### src/hw/rtl/oht_pkg.sv
// ----------------------------------------------------------------------------
// oht_pkg
// shared constants, operation codes and control structs for the otsu block
// ----------------------------------------------------------------------------
package oht_pkg;

    localparam int COUNT_BITS_DEF = 16;
    localparam int LEVELS         = 256;
    localparam int LEVEL_BITS     = 8;

    // multiplier operations of one sweep step
    localparam logic [2:0] OP_P   = 3'd0;  // sb * n
    localparam logic [2:0] OP_Q   = 3'd1;  // s * wb
    localparam logic [2:0] OP_NUM = 3'd2;  // d * d
    localparam logic [2:0] OP_DEN = 3'd3;  // wb * (n - wb)
    localparam logic [2:0] OP_L   = 3'd4;  // num * best_den
    localparam logic [2:0] OP_R   = 3'd5;  // best_num * den

    typedef struct packed {
        logic       px_read;
        logic       px_update;
        logic       sw_init;
        logic       sw_read;
        logic       sw_acc;
        logic       mul_start;
        logic       mul_store;
        logic       diff;
        logic       cmp;
        logic       t_inc;
        logic       finish;
        logic [2:0] op;
    } oht_cmd_t;

    typedef struct packed {
        logic last;
        logic special;
        logic mul_busy;
        logic t_end;
        logic out_busy;
    } oht_status_t;

endpackage

### src/hw/rtl/oht_ctrl.sv
// ----------------------------------------------------------------------------
// oht_ctrl
// sequencer for pixel counting, threshold sweep and result hand-off
// ----------------------------------------------------------------------------
module oht_ctrl import oht_pkg::*; (
    input  logic        clk,
    input  logic        rst_n,
    input  logic        pixel_valid,
    output logic        pixel_stall,
    input  oht_status_t status,
    output oht_cmd_t    cmd
);

    localparam logic [3:0] S_IDLE   = 4'd0;
    localparam logic [3:0] S_UPD    = 4'd1;
    localparam logic [3:0] S_CHK    = 4'd2;
    localparam logic [3:0] S_SW_RD  = 4'd3;
    localparam logic [3:0] S_SW_ACC = 4'd4;
    localparam logic [3:0] S_MSTART = 4'd5;
    localparam logic [3:0] S_MWAIT  = 4'd6;
    localparam logic [3:0] S_DIFF   = 4'd7;
    localparam logic [3:0] S_CMP    = 4'd8;
    localparam logic [3:0] S_FIN    = 4'd9;

    logic [3:0] state_reg, state_next;
    logic [2:0] op_reg, op_next;

    always_ff @(posedge clk or negedge rst_n)
    begin
        if (!rst_n)
        begin
            state_reg <= S_IDLE;
            op_reg    <= OP_P;
        end
        else
        begin
            state_reg <= state_next;
            op_reg    <= op_next;
        end
    end

    assign pixel_stall = (state_reg != S_IDLE);

    always_comb
    begin
        state_next = state_reg;
        op_next    = op_reg;
        cmd        = '0;
        cmd.op     = op_reg;
        case (state_reg)
            S_IDLE:
            begin
                if (pixel_valid)
                begin
                    cmd.px_read = 1'b1;
                    state_next  = S_UPD;
                end
            end
            S_UPD:
            begin
                cmd.px_update = 1'b1;
                state_next    = status.last ? S_CHK : S_IDLE;
            end
            S_CHK:
            begin
                if (status.special)
                begin
                    state_next = S_FIN;
                end
                else
                begin
                    cmd.sw_init = 1'b1;
                    state_next  = S_SW_RD;
                end
            end
            S_SW_RD:
            begin
                cmd.sw_read = 1'b1;
                state_next  = S_SW_ACC;
            end
            S_SW_ACC:
            begin
                cmd.sw_acc = 1'b1;
                op_next    = OP_P;
                state_next = S_MSTART;
            end
            S_MSTART:
            begin
                cmd.mul_start = 1'b1;
                state_next    = S_MWAIT;
            end
            S_MWAIT:
            begin
                if (!status.mul_busy)
                begin
                    cmd.mul_store = 1'b1;
                    case (op_reg)
                        OP_P:
                        begin
                            op_next    = OP_Q;
                            state_next = S_MSTART;
                        end
                        OP_Q:    state_next = S_DIFF;
                        OP_NUM:
                        begin
                            op_next    = OP_DEN;
                            state_next = S_MSTART;
                        end
                        OP_DEN:
                        begin
                            op_next    = OP_L;
                            state_next = S_MSTART;
                        end
                        OP_L:
                        begin
                            op_next    = OP_R;
                            state_next = S_MSTART;
                        end
                        default: state_next = S_CMP;
                    endcase
                end
            end
            S_DIFF:
            begin
                cmd.diff   = 1'b1;
                op_next    = OP_NUM;
                state_next = S_MSTART;
            end
            S_CMP:
            begin
                cmd.cmp = 1'b1;
                if (status.t_end)
                begin
                    state_next = S_FIN;
                end
                else
                begin
                    cmd.t_inc  = 1'b1;
                    state_next = S_SW_RD;
                end
            end
            S_FIN:
            begin
                if (!status.out_busy)
                begin
                    cmd.finish = 1'b1;
                    state_next = S_IDLE;
                end
            end
            default: state_next = S_IDLE;
        endcase
    end

endmodule

### config.mk
export PLATFORM = sky130hd
export DESIGN_NAME = oht_ctrl
export DESIGN_NICKNAME = d
export VERILOG_FILES = /design/src/hw/rtl/oht_pkg.sv /design/src/hw/rtl/oht_ctrl.sv
export SDC_FILE = /design/constraint.sdc
export NUM_CORES = 1
export LEC_CHECK = 0
export BUFFER_PORTS_ARGS = -buffer_cell sky130_fd_sc_hd__buf_2
export CAP_MARGIN = 5
export CORE_MARGIN = 2
export CORE_UTILIZATION = 25
export CTS_BUF_LIST = sky130_fd_sc_hd__clkbuf_16
export CTS_CLUSTER_SIZE = 24
export DETAILED_ROUTE_END_ITERATION = 10
export SYNTH_ARGS = -nofsm -noshare
export SYNTH_HDL_FRONTEND = slang
export SYNTH_SLANG_ARGS = --single-unit
### constraint.sdc
create_clock -name clk -period 3 [get_ports clk]
set_input_delay 0.6 -clock clk [delete_from_list [all_inputs] [get_ports clk]]
set_output_delay 0.6 -clock clk [all_outputs]
set_load 0.01 [all_outputs]
After elaboration in Yosys (flattened, before gate mapping)
Cells that the tools add are included. W data, S select, Z words.

Bits in registers: 7. Output and inout bits: 15.

Equality and inequality tests: 17. Mux-type cells: 26. Reduce and logical (&&, ||, !) cells: 8.

Operator list (count): $pmux W4 S9 (1); $mux W4 (5); $eq A4 B3 Y1 const B (4); $mux W1 (14); $pmux W3 S4 (1); $pmux W3 S3 (1); $eq A4 B2 Y1 const B (2); $eq A4 B4 Y1 const B (2); $pmux W4 S2 (1); $eq A3 B2 Y1 const B (2); $ne A2 B2 Y1 const B (3); $reduce_and A3 Y1 (2); $ne A5 B1 Y1 const B (1); $eq A4 B1 Y1 const B (1); $logic_not A4 Y1 (1); $mux W2 (2); $reduce_bool A4 Y1 (1); $reduce_or A4 Y1 (1); $eq A3 B1 Y1 const B (1); $eq A3 B3 Y1 const B (1); $logic_not A3 Y1 (1); $mux W3 (1); $reduce_bool A3 Y1 (1); $reduce_or A2 Y1 (1).

Longest topological paths before layout
Depth after elaboration: 5. Depth in mapped cells: 5. Mapped depth without buffers: 4.

Worst setup path before layout
No wires, ideal clock.

Path kind: reg2out. Start: register state_reg[2]. End: output cmd[11] (netlist name). Data arrival time: 1.076 ns. Data required time: 2.400 ns. Slack: 1.324 ns. Cell stages (with the launch flop): 3. Path buffers: 1. Cells stage by stage: dfrtp_1 > buf_2 > nor4_1.

RTL lines: start: declaration (line oht_ctrl.sv:25) `logic [3:0] state_reg, state_next;`; start signal: assignment (line oht_ctrl.sv:37) `state_reg <= state_next;`; end: declaration (line oht_ctrl.sv:11) `output oht_cmd_t cmd`.

==> impl_metrics.toml <==
[place]
dpl.cell_count = 121
dp.final_hpwl_um = 1206
gp_congestion = 0.7823
portBuffers = 22

[grt]
antenna_found_initial = 0
overflow = 0
grtUsageTotal_pct = 12.69
first_global_vias = 569
grt_pass1_wl_um = 2628
grt_max_degree = 17

[cts]
cts_buffers = 3
root_buffer = "clkbuf_16"
insertion_delay_ns = 0.23
cts_sinks = 7
cts_resized = 0
htreeDepth = 1
cts_setup_buffers = 0
hold_buffers = 0
cts.clk_slew.worst_paths_ns = 0.04
cts_tree = "built"
clockBufferDepth = 2

[detailed_routing]
drc_errors = 0
via_count = 625
via_per_inst = 5.000
dr.pass1.iters = 3
wl_per_cell_um = 12.54
drt_iter0_drc = 11
routed_wl_um = 1567
ant_nets = 0

[die]
row_count = 17
die_w_um = 52.61
io_pins = 23
die_y_um = 52.61
die_area_sq_um = 2767
core-area_sq_um = 2233
initial_utilization_pct = 26.44

[synth]
syn_avg_cell_area_sq_um = 7.874
synth_top_area_cell = "dfrtp_1"
synth_warnings = 0
synth_top_area_share_pct = 29.66
synth_seq_cells = 7
synthCells = 75
synth_nets = 83
yosysSeqAreaShare_pct = 29.66
post_synth_num_cell_types = 28
synth_area_sq_um = 590.6
ys_top_cells_by_area = "dfrtp_1, nor2_1, nor3_1"

[setup_path]
crit_required_ns = 2.40
timing.rr.end = "state_reg[1]"
timing.rr.start = "state_reg[0]"
ff2ff_path_depth = 4
path_class = "reg -> out"
critPathLaunchType = "register"
cp-end-kind = "output port"
ff2ff_setup_slack_ns = 1.43
worstPathMaxFanout = 16
arrival_ns = 1.56

[layout]
fin_nets = 106
fin_cells = 125
num_antenna_cells = 0
layout-area-overhead-vs-synth_pct = 32.63
largest_register_ffs = 4
drive_gt1_share_pct = 34.02

[pwr]
leakagePower_uw = 0.0003470
power_density_nw_per_um2 = 1009
vdd_drop_max_uv = 604.7

[sta]
finalSetupViolations = 0
min_period_over_period_pct = 72.00
worst_pin_slew_ns = 0.4965
report.final.slew_viol_count = 0
tns_ns = 0
rsz0062_at_grt = "false"
layout_min_cycle_time_ns = 2.160
max_freq_ghz = 0.4630
slew_headroom_pct = 66.90
fin_skew_ns = 0.001342
final-hold-violation-count = 0

[outcome]
status = "completed"

[job]
drv_cap = 0

[worst_hold_path]
hold_class = "in -> async"
==> stage by stage <==
stage          hold slack (ns)  worst slack, ns  power (uW)  util, %  cell area [sq um]
2_1_floorplan           0.3044            1.324       488.2        -              590.6
3_3_place_gp            0.4364            1.168       566.5    31.54              704.4
3_5_place_dp            0.4412            1.080       571.5    31.54              704.4
4_1_cts                 0.2035           0.8254       797.6    35.07              783.3
5_1_grt                 0.2080           0.6993       860.1    35.07              783.3
6_report                0.1972           0.8400       790.6    35.07              783.3
==> power breakdown <==
part / total, uW / internal, uW / switching, uW
Sequential: 227 / 126 / 101
Clock: 220 / 173 / 47.0
Combinational: 344 / 154 / 189
==> critical path, cell delays in order (launching register included) <==
cell      delay, ns
dfrtp_1        0.55
nand2b_1       0.29
nor4_2         0.29
buf_2          0.20
==> kinds of logic (layout without fill, tap and decap cells) <==
group	after synthesis	after routing	share of synthesized area, %
flops	7	7	29.66
simple gates	40	40	37.08
compound gates	23	23	27.33
buf+inv	5	27	5.930
==> cell usage in the layout, fill, tap and decap left out, drive strengths merged <==
master   Yosys  final
nor3         7      7
a21oi        6      6
and3b        1      1
buf          4     22
nand2        9      9
nor4         2      2
inv          0      1
and3         1      1
nor2        13     13
nand3        1      1
dfrtp        7      7
nand2b       5      5
o2bb2ai      1      1
o22ai        1      1
clkbuf       0      3
o32ai        2      2
o221ai       1      1
nand4bb      1      1
a221oi       1      1
clkinv       1      1
o21ai        9      9
o31ai        1      1
o41ai        1      1
==> layout make-up <==
| cell class | count | area [sq um] |
|---|---|---|
| Clock buffer | 3 | 75.07 |
| Clock inverter | 1 | 3.754 |
| Fill cell | 255 | 1450 |
| Inverter | 1 | 3.754 |
| Multi-Input combinational cell | 63 | 380.4 |
| Sequential cell | 7 | 175.2 |
| Tap cell | 28 | 35.03 |
| Timing Repair Buffer | 22 | 110.1 |
==> metal layers <==
metal  vias up  track usage (%)  share of wire [%]
li1        319                -                  -
met1       293            16.90                 45
met2        13            20.42                 50
met3         0            4.857                4.7
met4         0           0.4274                  0
met5         -                0                  0
==> synth_stat cells <==
library cell	n
nor2_1	12
nand2_1	8
dfrtp_1	7
nor3_1	7
o21ai_1	7
a21oi_1	6
nand2b_1	3
buf_4	2
nand2b_4	2
o21ai_0	2
o32ai_1	2
a221oi_2	1
and3_1	1
and3b_1	1
buf_2	1
buf_6	1
clkinv_1	1
nand2_2	1
nand3_1	1
nand4bb_1	1
nor2_2	1
nor4_1	1
nor4_2	1
o221ai_2	1
o22ai_1	1
o2bb2ai_1	1
o31ai_1	1
o41ai_2	1
==> worst max path at each step <==
| stage | from | end | slack (ns) | depth (start not counted) |
|---|---|---|---|---|
| CTS | state_reg[2] | cmd[4] | 0.83 | 3 |
| finish | state_reg[2] | cmd[4] | 0.84 | 3 |
| floorplan | state_reg[2] | cmd[11] | 1.32 | 2 |
| global placement | state_reg[2] | cmd[4] | 1.17 | 3 |
| global route | state_reg[2] | cmd[4] | 0.70 | 3 |
| detailed placement | state_reg[2] | cmd[4] | 1.08 | 3 |
(Power assumes the default switching activity.)
